<file path="src/rtl/wdtf_pkg.sv">
// Types and constants shared by the wide decimal text to float converter.
package wdtf_pkg;

  localparam int MAX_LEN_DEF = 4095;
  localparam int EXP_W = 11;
  localparam int SIG_W = 48;
  localparam int DIV_STEPS = 13;

  localparam logic [31:0] F_ONE  = 32'h3F80_0000;
  localparam logic [31:0] F_TEN  = 32'h4120_0000;
  localparam logic [31:0] F_QNAN = 32'hFFC0_0000;

  localparam logic [20:0] CH_TAB   = 21'h09;
  localparam logic [20:0] CH_CR    = 21'h0D;
  localparam logic [20:0] CH_SP    = 21'h20;
  localparam logic [20:0] CH_PLUS  = 21'h2B;
  localparam logic [20:0] CH_MINUS = 21'h2D;
  localparam logic [20:0] CH_DOT   = 21'h2E;
  localparam logic [20:0] CH_0     = 21'h30;
  localparam logic [20:0] CH_9     = 21'h39;
  localparam logic [20:0] CH_UE    = 21'h45;
  localparam logic [20:0] CH_LE    = 21'h65;

  typedef enum logic [2:0] {
    PH_SPACE, PH_INT, PH_FRAC, PH_EXPSIGN, PH_EXPDIG, PH_DONE
  } phase_t;

  typedef enum logic [2:0] {
    ST_IDLE, ST_EXEC, ST_DIV, ST_NORM, ST_DEN, ST_RND, ST_WB
  } state_t;

  typedef enum logic [2:0] {
    JB_MUL10, JB_ADDD, JB_FRAC, JB_POW, JB_FINAL
  } job_t;

  typedef enum logic [1:0] {OP_MUL, OP_ADD, OP_DIV} op_t;

  typedef struct packed {
    logic        first;
    logic [20:0] character;
  } req_t;

  typedef struct packed {
    logic [31:0] value_bits;
    logic [11:0] consumed;
  } res_t;

endpackage

</file>
<file path="src/rtl/wide_decimal_text_to_float_core.sv">
// Top level of the wide decimal text to float converter.
//
// One character is taken per request while the block is idle. A white space, sign, dot,
// exponent letter or exponent digit is handled in the accepting cycle, and the block stays
// idle. A mantissa digit runs a float multiply by ten and a float add through the shared
// float unit. The end of a string runs one float divide per fraction digit, one multiply or
// divide per unit of exponent and a final multiply on the same unit. Each result is then
// normalized and denormalized one shift bit at a time; the divider retires four quotient
// bits a cycle. A multiply with a zero or infinite operand, an add to an infinite value or
// a divide of a zero or infinite value goes straight to write-back. The result waits in an
// output register; the next string may start while it is not yet taken.
module wide_decimal_text_to_float_core
  import wdtf_pkg::*;
#(
  parameter int MAX_LEN = MAX_LEN_DEF
) (
  input  logic clk,
  input  logic rst,
  input  logic req_valid,
  output logic req_stall,
  input  req_t req_data,
  output logic res_valid,
  input  logic res_stall,
  output res_t res_data
);

  localparam int PosW = $clog2(MAX_LEN + 1);

  state_t st, st_next;
  job_t   job;

  phase_t            phase;
  logic              neg, eneg, seen;
  logic [7:0]        fc;
  logic [6:0]        em;
  logic [PosW-1:0]   pos;

  logic [31:0]       acc, pw, res;
  logic [3:0]        dig;
  logic [7:0]        cnt;

  logic                    s_sign, stk;
  logic [SIG_W-1:0]        sig;
  logic signed [EXP_W-1:0] ex;
  logic [51:0]             num;
  logic [3:0]              rem;
  logic [3:0]              dcnt;

  logic accept;
  logic fin_load;

  phase_t          ph_e, ph_n;
  logic            neg_e, neg_n, eneg_e, eneg_n, seen_e, seen_n;
  logic [7:0]      fc_e, fc_n;
  logic [6:0]      em_e, em_n;
  logic [PosW-1:0] pos_e, pos_n;
  logic            do_dig, do_fin, adv;
  logic            is_dig, is_sp, is_sign, is_e;
  logic            int_path, frac_path, expd;
  logic [20:0]     c;
  logic [10:0]     em_calc;

  assign accept    = req_valid && !req_stall;
  assign req_stall = (st != ST_IDLE);
  assign fin_load  = (st == ST_WB) && (job == JB_FINAL) && !(res_valid && res_stall);

  always_comb begin
    c       = req_data.character;
    is_dig  = (c >= CH_0) && (c <= CH_9);
    is_sp   = (c == CH_SP) || ((c >= CH_TAB) && (c <= CH_CR));
    is_sign = (c == CH_PLUS) || (c == CH_MINUS);
    is_e    = (c == CH_LE) || (c == CH_UE);
    ph_e    = req_data.first ? PH_SPACE : phase;
    neg_e   = req_data.first ? 1'b0 : neg;
    eneg_e  = req_data.first ? 1'b0 : eneg;
    seen_e  = req_data.first ? 1'b0 : seen;
    fc_e    = req_data.first ? 8'd0 : fc;
    em_e    = req_data.first ? 7'd0 : em;
    pos_e   = req_data.first ? '0 : pos;
    ph_n    = ph_e;
    neg_n   = neg_e;
    eneg_n  = eneg_e;
    seen_n  = seen_e;
    fc_n    = fc_e;
    em_n    = em_e;
    pos_n   = pos_e;
    do_dig  = 1'b0;
    do_fin  = 1'b0;
    adv     = 1'b0;
    int_path  = 1'b0;
    frac_path = 1'b0;
    expd      = 1'b0;
    em_calc   = 11'({4'd0, em_e} * 11'd10) + 11'(c[3:0]);
    case (ph_e)
      PH_SPACE: begin
        if (is_sp) begin
          adv = 1'b1;
        end else begin
          ph_n = PH_INT;
          if (is_sign) begin
            neg_n = (c == CH_MINUS);
            adv   = 1'b1;
          end else begin
            int_path = 1'b1;
          end
        end
      end
      PH_INT:   int_path = 1'b1;
      PH_FRAC:  frac_path = 1'b1;
      PH_EXPSIGN: begin
        ph_n = PH_EXPDIG;
        if (is_sign) begin
          eneg_n = (c == CH_MINUS);
          adv    = 1'b1;
        end else begin
          expd = 1'b1;
        end
      end
      PH_EXPDIG: expd = 1'b1;
      default: ;
    endcase
    if (int_path) begin
      if (is_dig) begin
        do_dig = 1'b1;
        adv    = 1'b1;
      end else if (c == CH_DOT) begin
        ph_n = PH_FRAC;
        adv  = 1'b1;
      end else if (is_e) begin
        ph_n = PH_EXPSIGN;
        adv  = 1'b1;
      end else begin
        do_fin = 1'b1;
      end
    end
    if (frac_path) begin
      if (is_dig) begin
        do_dig = 1'b1;
        adv    = 1'b1;
        if (fc_e != 8'd255) fc_n = fc_e + 8'd1;
      end else if (is_e) begin
        ph_n = PH_EXPSIGN;
        adv  = 1'b1;
      end else begin
        do_fin = 1'b1;
      end
    end
    if (expd) begin
      if (is_dig) begin
        em_n = (em_calc > 11'd99) ? 7'd99 : em_calc[6:0];
        adv  = 1'b1;
      end else begin
        do_fin = 1'b1;
      end
    end
    if (do_fin) ph_n = PH_DONE;
    if (do_dig) seen_n = 1'b1;
    if (adv && (pos_e < PosW'(MAX_LEN))) pos_n = pos_e + PosW'(1);
  end

  // shared float unit: operand select and first step
  op_t                     opk;
  logic [31:0]             opa, opb;
  logic                    a_inf, b_inf, a_zero, b_zero;
  logic [23:0]             ma, mb;
  logic signed [EXP_W-1:0] ea, eb, sh;
  logic [5:0]              sh6;
  logic [SIG_W-1:0]        dsh, dmask, dfull;
  logic [SIG_W:0]          sum;
  logic                    x_spec, x_sign, x_stk;
  logic [31:0]             x_bits;
  logic [SIG_W-1:0]        x_sig;
  logic signed [EXP_W-1:0] x_ex;

  always_comb begin
    opk = OP_MUL;
    opa = acc;
    opb = F_TEN;
    case (job)
      JB_MUL10: opk = OP_MUL;
      JB_ADDD:  opk = OP_ADD;
      JB_FRAC:  opk = OP_DIV;
      JB_POW: begin
        opa = pw;
        opk = eneg ? OP_DIV : OP_MUL;
      end
      JB_FINAL: begin
        opa = {acc[31] ^ neg, acc[30:0]};
        opb = pw;
      end
      default: ;
    endcase
    a_inf  = (opa[30:23] == 8'hFF);
    b_inf  = (opb[30:23] == 8'hFF);
    a_zero = (opa[30:0] == 31'd0);
    b_zero = (opb[30:0] == 31'd0);
    ma     = {opa[30:23] != 8'd0, opa[22:0]};
    mb     = {opb[30:23] != 8'd0, opb[22:0]};
    ea     = (opa[30:23] == 8'd0) ? -11'sd126 : $signed({3'd0, opa[30:23]}) - 11'sd127;
    eb     = (opb[30:23] == 8'd0) ? -11'sd126 : $signed({3'd0, opb[30:23]}) - 11'sd127;
    x_spec = 1'b0;
    x_bits = opa;
    x_sign = 1'b0;
    x_stk  = 1'b0;
    x_sig  = '0;
    x_ex   = '0;
    sh     = '0;
    sh6    = '0;
    dfull  = {dig, 44'd0};
    dsh    = '0;
    dmask  = '0;
    sum    = '0;
    case (opk)
      OP_MUL: begin
        x_sign = opa[31] ^ opb[31];
        if ((a_inf && b_zero) || (b_inf && a_zero)) begin
          x_spec = 1'b1;
          x_bits = F_QNAN;
        end else if (a_inf || b_inf) begin
          x_spec = 1'b1;
          x_bits = {x_sign, 8'hFF, 23'd0};
        end else if (a_zero || b_zero) begin
          x_spec = 1'b1;
          x_bits = {x_sign, 31'd0};
        end else begin
          x_sig = ma * mb;
          x_ex  = ea + eb + 11'sd1;
        end
      end
      OP_ADD: begin
        if (a_inf) begin
          x_spec = 1'b1;
        end else begin
          x_ex = a_zero ? 11'sd3 : ea;
          sh   = x_ex - 11'sd3;
          if (sh < 11'sd0) begin
            dsh = dfull;
          end else if (sh >= 11'sd48) begin
            x_stk = (dig != 4'd0);
          end else begin
            sh6   = sh[5:0];
            dsh   = dfull >> sh6;
            dmask = (48'd1 << sh6) - 48'd1;
            x_stk = |(dfull & dmask);
          end
          sum = {1'b0, (a_zero ? 24'd0 : ma), 24'd0} + {1'b0, dsh};
          if (sum[SIG_W]) begin
            x_sig = sum[SIG_W:1];
            x_stk = x_stk | sum[0];
            x_ex  = x_ex + 11'sd1;
          end else begin
            x_sig = sum[SIG_W-1:0];
          end
        end
      end
      OP_DIV: begin
        if (a_inf || a_zero) begin
          x_spec = 1'b1;
        end else begin
          x_ex = ea - 11'sd3;
        end
      end
      default: ;
    endcase
  end

  // divide by ten, four quotient bits per cycle
  logic [4:0]       r5;
  logic [3:0]       d_rem;
  logic [51:0]      d_num;
  logic [SIG_W-1:0] d_q;

  always_comb begin
    d_rem = rem;
    d_num = num;
    d_q   = sig;
    r5    = '0;
    for (int k = 0; k < 4; k++) begin
      r5    = {d_rem, d_num[51]};
      d_num = {d_num[50:0], 1'b0};
      if (r5 >= 5'd10) begin
        r5  = r5 - 5'd10;
        d_q = {d_q[SIG_W-2:0], 1'b1};
      end else begin
        d_q = {d_q[SIG_W-2:0], 1'b0};
      end
      d_rem = r5[3:0];
    end
  end

  // round and pack
  logic [23:0]             rm;
  logic [24:0]             rm25;
  logic                    rg, rs, rinc;
  logic signed [EXP_W-1:0] be;
  logic [31:0]             rnd_bits;

  always_comb begin
    rm   = sig[47:24];
    rg   = sig[23];
    rs   = (|sig[22:0]) | stk;
    rinc = rg & (rs | rm[0]);
    rm25 = {1'b0, rm} + 25'(rinc);
    be   = ex + 11'sd127;
    if (rm25[24]) begin
      rm = rm25[24:1];
      be = be + 11'sd1;
    end else begin
      rm = rm25[23:0];
    end
    if (sig == '0) begin
      rnd_bits = {s_sign, 31'd0};
    end else if (be >= 11'sd255) begin
      rnd_bits = {s_sign, 8'hFF, 23'd0};
    end else begin
      rnd_bits = {s_sign, (rm[23] ? be[7:0] : 8'd0), rm[22:0]};
    end
  end

  always_ff @(posedge clk) begin
    if (rst) begin
      st <= ST_IDLE;
    end else begin
      st <= st_next;
    end
  end

  always_comb begin
    st_next = st;
    case (st)
      ST_IDLE: if (accept && (do_dig || do_fin)) st_next = ST_EXEC;
      ST_EXEC: begin
        if (x_spec) st_next = ST_WB;
        else if (opk == OP_DIV) st_next = ST_DIV;
        else st_next = ST_NORM;
      end
      ST_DIV:  if (dcnt == 4'(DIV_STEPS - 1)) st_next = ST_NORM;
      ST_NORM: if ((sig == '0) || sig[SIG_W-1]) st_next = ST_DEN;
      ST_DEN:  if ((sig == '0) || (ex >= -11'sd126)) st_next = ST_RND;
      ST_RND:  st_next = ST_WB;
      ST_WB: begin
        case (job)
          JB_ADDD:  st_next = ST_IDLE;
          JB_FINAL: if (!(res_valid && res_stall)) st_next = ST_IDLE;
          default:  st_next = ST_EXEC;
        endcase
      end
      default: st_next = ST_IDLE;
    endcase
  end

  always_ff @(posedge clk) begin
    if (rst) begin
      phase     <= PH_DONE;
      neg       <= 1'b0;
      eneg      <= 1'b0;
      seen      <= 1'b0;
      fc        <= '0;
      em        <= '0;
      pos       <= '0;
      acc       <= '0;
      job       <= JB_MUL10;
      res_valid <= 1'b0;
    end else begin
      if (fin_load) begin
        res_valid <= 1'b1;
      end else if (res_valid && !res_stall) begin
        res_valid <= 1'b0;
      end
      case (st)
        ST_IDLE: begin
          if (accept) begin
            phase <= ph_n;
            neg   <= neg_n;
            eneg  <= eneg_n;
            seen  <= seen_n;
            fc    <= fc_n;
            em    <= em_n;
            pos   <= pos_n;
            dig   <= c[3:0];
            pw    <= F_ONE;
            if (req_data.first) acc <= '0;
            if (do_dig) begin
              job <= JB_MUL10;
            end else if (fc_e != 8'd0) begin
              job <= JB_FRAC;
              cnt <= fc_e;
            end else if (em_e != 7'd0) begin
              job <= JB_POW;
              cnt <= 8'(em_e);
            end else begin
              job <= JB_FINAL;
            end
          end
        end
        ST_EXEC: begin
          res    <= x_bits;
          s_sign <= x_sign;
          sig    <= x_sig;
          ex     <= x_ex;
          stk    <= x_stk;
          num    <= {1'b0, ma, 27'd0};
          rem    <= '0;
          dcnt   <= '0;
        end
        ST_DIV: begin
          num  <= d_num;
          rem  <= d_rem;
          sig  <= d_q;
          dcnt <= dcnt + 4'd1;
          if (dcnt == 4'(DIV_STEPS - 1)) stk <= (d_rem != 4'd0);
        end
        ST_NORM: begin
          if ((sig != '0) && !sig[SIG_W-1]) begin
            sig <= {sig[SIG_W-2:0], 1'b0};
            ex  <= ex - 11'sd1;
          end
        end
        ST_DEN: begin
          if ((sig != '0) && (ex < -11'sd126)) begin
            sig <= {1'b0, sig[SIG_W-1:1]};
            stk <= stk | sig[0];
            ex  <= ex + 11'sd1;
          end
        end
        ST_RND: res <= rnd_bits;
        ST_WB: begin
          case (job)
            JB_MUL10: begin
              acc <= res;
              job <= JB_ADDD;
            end
            JB_ADDD: acc <= res;
            JB_FRAC: begin
              acc <= res;
              if (cnt != 8'd1) begin
                cnt <= cnt - 8'd1;
              end else if (em != 7'd0) begin
                job <= JB_POW;
                cnt <= 8'(em);
              end else begin
                job <= JB_FINAL;
              end
            end
            JB_POW: begin
              pw  <= res;
              cnt <= cnt - 8'd1;
              if (cnt == 8'd1) job <= JB_FINAL;
            end
            JB_FINAL: begin
              if (fin_load) begin
                res_data.value_bits <= res;
                res_data.consumed   <= seen ? 12'(pos) : 12'd0;
              end
            end
            default: ;
          endcase
        end
        default: ;
      endcase
    end
  end

  a_res_from_final: assert property (@(posedge clk) disable iff (rst)
    $rose(res_valid) |-> ($past(st) == ST_WB) && ($past(job) == JB_FINAL))
    else $error("result raised outside the final step");

  a_norm_done: assert property (@(posedge clk) disable iff (rst)
    (st == ST_DEN) && ($past(st) == ST_NORM) |-> (sig == '0) || sig[SIG_W-1])
    else $error("significand left unnormalized");

  a_div_rem: assert property (@(posedge clk) disable iff (rst)
    (st == ST_DIV) |-> (rem < 4'd10))
    else $error("divider remainder out of range");

  a_busy_stall: assert property (@(posedge clk) disable iff (rst)
    (st == ST_DIV) || (st == ST_NORM) || (st == ST_DEN) |-> req_stall)
    else $error("request taken while the float unit is busy");

endmodule

</file>
<file path="config.mk">
export PLATFORM = sky130hd
export DESIGN_NAME = wide_decimal_text_to_float_core
export DESIGN_NICKNAME = d
export VERILOG_FILES = /design/src/rtl/wdtf_pkg.sv /design/src/rtl/wide_decimal_text_to_float_core.sv
export SDC_FILE = /design/constraint.sdc
export NUM_CORES = 2
export LEC_CHECK = 0
export BUFFER_PORTS_ARGS = -buffer_cell sky130_fd_sc_hd__buf_2
export CAP_MARGIN = 20
export CELL_PAD_IN_SITES_DETAIL_PLACEMENT = 1
export CELL_PAD_IN_SITES_GLOBAL_PLACEMENT = 1
export CORE_ASPECT_RATIO = 0.5
export CORE_MARGIN = 2
export CORE_UTILIZATION = 30
export CTS_CLUSTER_SIZE = 24
export DETAILED_ROUTE_END_ITERATION = 10
export PLACE_DENSITY = 0.66
export SYNTH_ARGS = -nofsm -noshare
export SYNTH_HDL_FRONTEND = slang
export SYNTH_SLANG_ARGS = --single-unit
</file>
<file path="constraint.sdc">
create_clock -name clk -period 8.39 [get_ports clk]
set_input_delay 0.839 -clock clk [delete_from_list [all_inputs] [get_ports clk]]
set_output_delay 0.839 -clock clk [all_outputs]
set_load 0.05 [all_outputs]
</file>
# Yosys cells after proc, flatten, opt, wreduce, memory -nomap -nowiden
# Cells that the tools add are included.
# word_totals
out_inout_bits	46
wordCells	355
reg_bits	313
input_bits	26
# op_classes
addsub	23
n_reduce_logical	71
bitwise	9
n_eq_ne	46
muxes	163
n_shift	2
n_mul	2
order_cmp	15
# ops
operator	n
2-to-1 mux 48 bit	11
2-to-1 mux 32 bit	10
case mux 32 bit (2 select lines)	4
case mux 48 bit (4 select lines)	1
2-to-1 mux 11 bit	12
case mux 52 bit (2 select lines)	1
case mux 48 bit (2 select lines)	1
2-to-1 mux 8 bit	11
equality test 21 x 6 -> 1 bit (second input constant)	4
2-to-1 mux 3 bit	23
case mux 11 bit (3 select lines)	2
zero test 31 bit	2
2-to-1 mux 31 bit	2
2-to-1 mux 1 bit	57
adder 48 x 48 -> 49 bit	1
bitwise AND 48 bit	1
zero test 48 bit	1
multiplier 24 x 24 -> 48 bit	1
2-to-1 mux 24 bit	2
nonzero test 48 bit	1
OR reduction 48 bit	1
<< shifter 1 x 6 -> 48 bit (first input constant)	1
>> shifter 48 x 6 -> 48 bit	1
subtractor 48 x 1 -> 48 bit (second input constant)	1
other kinds (77)	179

# Logic depth before layout (Yosys ltp)
# logic_depth
word_depth	19
ltp_mapped	39
ltp_nobuf	30

# Worst setup path after synthesis
# Ideal clock, no wire load.
# synth_timing
kind	register -> register
startpoint	register job[1]
endpoint	register sig[42], data pin
slack_ns	-0.739
setup_time_ns	0.270
t_arrival_ns	8.859
period_less_slack_ns	9.129
t_required_ns	8.120
path_buffers	6
stages_incl_launch_ff	32
cell_sequence	dfxtp_1 -> buf_6 -> and3b_1 -> buf_6 -> buf_2 -> buf_1 -> mux2i_1 -> ha_1 -> and4_1 -> or2_0 -> clkbuf_1 -> clkbuf_1 -> nor2_1 -> fa_1 -> fa_1 -> fa_1 -> inv_1 -> fa_1 -> inv_1 -> fa_1 -> inv_1 -> fa_1 -> inv_1 -> fa_1 -> ha_1 -> a21o_1 -> a211oi_1 -> a21oi_1 -> o311ai_0 -> nand2_1 -> a41oi_1 -> or3b_2
# synth_via
elab_chain_len	16
word_cells_on_any_way	42
cone_classes	add/sub: 3; mul: 1; order compare: 2; eq/ne: 7; shift: 1; mux: 17; reduce/logical: 11
# synth_lines
item	line_no	source
start, declared	wide_decimal_text_to_float_core.sv:30	job_t job;
start signal, assigned	wide_decimal_text_to_float_core.sv:362	job <= JB_MUL10;
start signal, assigned	wide_decimal_text_to_float_core.sv:384	job <= JB_MUL10;
start signal, assigned	wide_decimal_text_to_float_core.sv:386	job <= JB_FRAC;
equality test 3 bit / equality test 3 x 2 -> 1 bit (equally long branches)	wide_decimal_text_to_float_core.sv:179	case (job)
case mux 32 bit (2 select lines)	wide_decimal_text_to_float_core.sv:179	
subtractor 8 x 7 -> 9 bit / zero test 8 bit (equally long branches)	wide_decimal_text_to_float_core.sv:199	ea = (opa[30:23] == 8'd0) ? -11'sd126 : $signed({3'd0, opa[30:23]}) - 11'sd127;
2-to-1 mux 11 bit	wide_decimal_text_to_float_core.sv:199	
2-to-1 mux 11 bit	wide_decimal_text_to_float_core.sv:234	x_ex = a_zero ? 11'sd3 : ea;
subtractor 11 x 3 -> 11 bit	wide_decimal_text_to_float_core.sv:235	sh = x_ex - 11'sd3;
greater-or-equal comparator 11 x 7 -> 1 bit / >> shifter 48 x 6 -> 48 bit (equally long branches)	wide_decimal_text_to_float_core.sv:238, wide_decimal_text_to_float_core.sv:242	
2-to-1 mux 48 bit	wide_decimal_text_to_float_core.sv:238	end else if (sh >= 11'sd48) begin
2-to-1 mux 48 bit	wide_decimal_text_to_float_core.sv:236	if (sh < 11'sd0) begin
2-to-1 mux 48 bit	wide_decimal_text_to_float_core.sv:231	if (a_inf) begin
2-to-1 mux 48 bit	wide_decimal_text_to_float_core.sv:213	case (opk)
adder 48 x 48 -> 49 bit	wide_decimal_text_to_float_core.sv:246	sum = {1'b0, (a_zero ? 24'd0 : ma), 24'd0} + {1'b0, dsh};
2-to-1 mux 48 bit	wide_decimal_text_to_float_core.sv:247	if (sum[SIG_W]) begin
2-to-1 mux 48 bit	wide_decimal_text_to_float_core.sv:231	
case mux 48 bit (2 select lines) (*)	wide_decimal_text_to_float_core.sv:213	
case mux 48 bit (4 select lines) (*)	wide_decimal_text_to_float_core.sv:370	case (st)
end signal, assigned	wide_decimal_text_to_float_core.sv:399	sig <= x_sig;
end signal, assigned	wide_decimal_text_to_float_core.sv:409	sig <= d_q;
end signal, assigned	wide_decimal_text_to_float_core.sv:415	sig <= {sig[SIG_W-2:0], 1'b0};
end, declared	wide_decimal_text_to_float_core.sv:43	logic [SIG_W-1:0] sig;
# Every way passes the cells marked *; elsewhere a longest branch is shown, timed or not. The select of a mux whose other input is x is not followed.
# A chain may end at the register's enable or synchronous reset.

# Worst setup path after layout
# layout_timing
startpoint	register job[2]
endpoint	register sig[42], data pin
# The elaborated chain is that of the path after synthesis.

==> metrics.md <==
| Metric | Value |
|---|---|
| Outcome | finished, final reports clean |
| Top delay family on crit path | adder cells |
| Main synth FF type | edfxtp_1 |
| Peak VDD IR | 0.1421 mV |
| Placed inst area | 42470 sq um |
| Worst hold path type | reg -> reg |
| Setup ws final | 0.2153 ns |
| H-tree depth | 2 |
| Final worst-path cycle share | 0.9743 |
| GPL Wtd Cong | 0.9578 |
| Max frequency | 0.1223 GHz |
| Synthesized area | 38670 sq um |
| DR vias/cell | 5.430 |
| P_leak | 19.18 nW |
| GRT Overall Usage | 0.2379 |
| Vias in the first global route | 37080 |
| Final nets | 5405 |
| FF/Latch Area | 7871 sq um |
| Hold Vio Cnt, Final | 0 |
| PD cells | 223.5 nW/um^2 |
| PortBufs | 71 |
| IO Pins | 72 |
| Dpl cells | 6283 |
| R2R setup slack | 0.22 ns |
| Synth unique cells | 108 |
| Max_cap viols | 0 |
| Antenna violations before repair | 1 |
| HPWL after detailed placement | 128.5 mm |
| Min Tclk post-route | 8.175 ns |
| Slowest cell on the critical path | fa_1 |
| Warnings, synthesis | 0 |
| Nature of the critical path endpoint | flop |
| Largest net degree at the start of global routing | 59 |
| Via count | 34640 |
| Drt first pass iters | 8 |
| First-pass GRT wire length | 238.8 mm |
| Post-synth EDFFs | 214 |
| Share of layout cells above drive strength 1 | 0.1228 |
| Crit start category | flop |
| Syn Inst Count | 4477 |
| Routed WL | 157.8 mm |
| Slowest cell delay on critical path | 0.58 ns |
| TritonCTS buffer count | 37 |
| Slew HR | 0.1978 |
| Initial DRC Count | 3020 |
| Worst EP required | 8.69 ns |
| Fillcell total | 15130 |
| WP data arrival | 8.48 ns |
| CTS tree | built |
| Seq cells post-synth | 286 |
| Hold Crit Start | em[1] |
| Worst skew pair latency | 0.58 ns |
| Core Util, Final | 0.3461 |
| Hold endpoint | em[1] |
| Worst-path maximum fanout | 10 |
| Wirelength per Cell | 24.74 microns |
| Worst R2R End | sig[42] |
| Most frequent CP cell | fa_1 |
| Most common cell after layout, fill and taps aside | inv_1 |
| Starting Density | 0.3013 |
| Crit Path Category | reg -> reg |
| Slew at the pin closest to its max-slew limit | 1.192 ns |
| Seq/Total Area, Yosys | 0.2034 |
| Fin area | 44420 sq um |
| Syn Nets | 5243 |
| Ys async rst share | 0 |
| Final setup fails | 0 |
| Clk root buf | clkbuf_16 |
| Full die area | 132000 sq um |
| Sink Count | 286 |
| Site row count | 93 |
| Tot Pwr | 9.927 mW |
| Post-route antenna net violation count | 0 |
| Hold Path Cell Cnt | 2 |
| Hold buffer count at CTS | 0 |
| Area of the core | 128300 sq um |
| Multi-input combinational cell area | 27920 sq um |
| Die height | 257.9 microns |
| RR Startpoint | job[2] |
| Buffers & Inverters on Critical Path | 7 |
| Total gr overflow | 0 |
| Die Wd | 511.8 microns |
| Mean Syn Cell Area | 8.639 sq um |
| Fin. max-slew vios | 0 |
| RSZ-0062 raised after global routing | true |
| Pre-CTS setup slack | -0.3839 ns |
| CTS clk-pin slew, worst paths | 0.06 ns |
| Clock tree buffer depth | 3 |
| Non-filler instance count after layout | 6379 |
| Commonest non-fill, non-tap cells in the layout | 605 x inv_1, 583 x nand2_1, 502 x nor2_1 |
| R2R depth | 29 |
| Setup Skew | 0.02866 ns |
| Drt drc | 0 |
| Area growth syn-to-layout | 14.86% |
cell usage after synthesis (all sizes together) (12+ instances only):
cell / n / area share
nor3b: 16 / 0.0034
a221o: 13 / 0.0034
edfxtp: 214 / 0.17
clkbuf: 196 / 0.019
nor2: 515 / 0.050
mux2: 26 / 0.0076
nor4: 37 / 0.0061
xor2: 52 / 0.012
o21a: 25 / 0.0049
o221ai: 14 / 0.0032
and2: 60 / 0.0097
nor2b: 33 / 0.0053
o211ai: 12 / 0.0023
nand2b: 23 / 0.0037
a31oi: 19 / 0.0031
a22oi: 49 / 0.0095
nand3: 84 / 0.011
fa: 487 / 0.25
a21o: 45 / 0.0087
a21oi: 168 / 0.022
or4: 16 / 0.0031
or3: 27 / 0.0044
and3: 42 / 0.0068
a21boi: 12 / 0.0023
a211oi: 24 / 0.0049
o22ai: 40 / 0.0066
a222oi: 21 / 0.0054
o31ai: 12 / 0.0028
or2: 12 / 0.0019
nor3: 75 / 0.010
inv: 613 / 0.059
clkinv: 15 / 0.0015
ha: 253 / 0.082
buf: 40 / 0.0052
o21ai: 174 / 0.023
xnor2: 99 / 0.023
mux2i: 79 / 0.021
dfxtp: 72 / 0.037
nand2: 595 / 0.058
o21bai: 14 / 0.0027
nand4: 26 / 0.0042
where the power goes:
group          total (mW)  switching, mW  internal (mW)
Combinational        6.00           3.98           2.02
Clock                1.65          0.691          0.963
Sequential           2.28          0.385           1.89
Total                9.93           5.05           4.87
how the worst max path moves through the flow:
stage	cells after the start	endpoint	slack [ns]	start
2_1_floorplan	31	sig[42]	0.005	job[1]
3_3_place_gp	28	sig[42]	-0.28	job[2]
3_5_place_dp	28	sig[42]	-0.38	job[2]
4_1_cts	27	sig[42]	0.06	job[2]
5_1_grt	31	sig[45]	-0.04	job[2]
6_report	29	sig[42]	0.22	job[2]
repair_timing:
| item | in CTS | in global routing |
|---|---|---|
| gates resized for setup | 24 | 92 |
| gates cloned | 1 | 0 |
| pin swaps | 1 | 14 |
| endpoints found under the setup margin | 13 | 44 |
| buffers inserted | 5 | 19 |
logic make-up (layout without fill, tap and decap cells):
kind of cell / Yosys count / count (layout) / synth area share
other cells: 0 / 2 / 0
simple gates: 1596 / 1596 / 0.1862
fa+ha+maj: 740 / 740 / 0.3339
compound gates: 734 / 734 / 0.1269
buf+inv: 864 / 1054 / 0.08515
mux: 106 / 106 / 0.02902
flops: 286 / 286 / 0.2034
xor+xnor: 151 / 151 / 0.03536
worst min-delay path: stages, from the launching register on:
cell,delay (ns)
dfxtp_1,0.33
nand2_1,0.06
a21oi_1,0.05
layer usage:
layer,wire [microns],vias up,global-route usage
met5,9,-,0
met3,11980,246,0.04190
met2,72810,1232,0.3919
li1,-,15210,-
met4,5349,2,0.07226
met1,67690,17950,0.3186
state kept, by name, indices dropped and copies added (netlist names), 8 cells and up:
signal,cells
acc,32
num,25
sig,48
ex,11
res_data,44
res,32
pw,32
pos,12
fc,8
cnt,8
per-stage QoR:
stage           TNS, ns  hold WS, ns
2_1_floorplan         0       0.4174
3_3_place_gp    -0.9617       0.4773
3_5_place_dp     -1.286       0.4806
4_1_cts               0       0.4928
5_1_grt        -0.06825       0.5047
6_report              0       0.4913
final cells by class:
cell class,count,area share
tap,1710,0.04817
timing repair buffer,359,0.06448
inverter,628,0.05366
antenna,2,0.0001127
multi-input combinational,3327,0.6286
clock inverter,17,0.004676
clock buffer,50,0.02307
sequential,286,0.1772
Power figures use the tool's default switching activity.
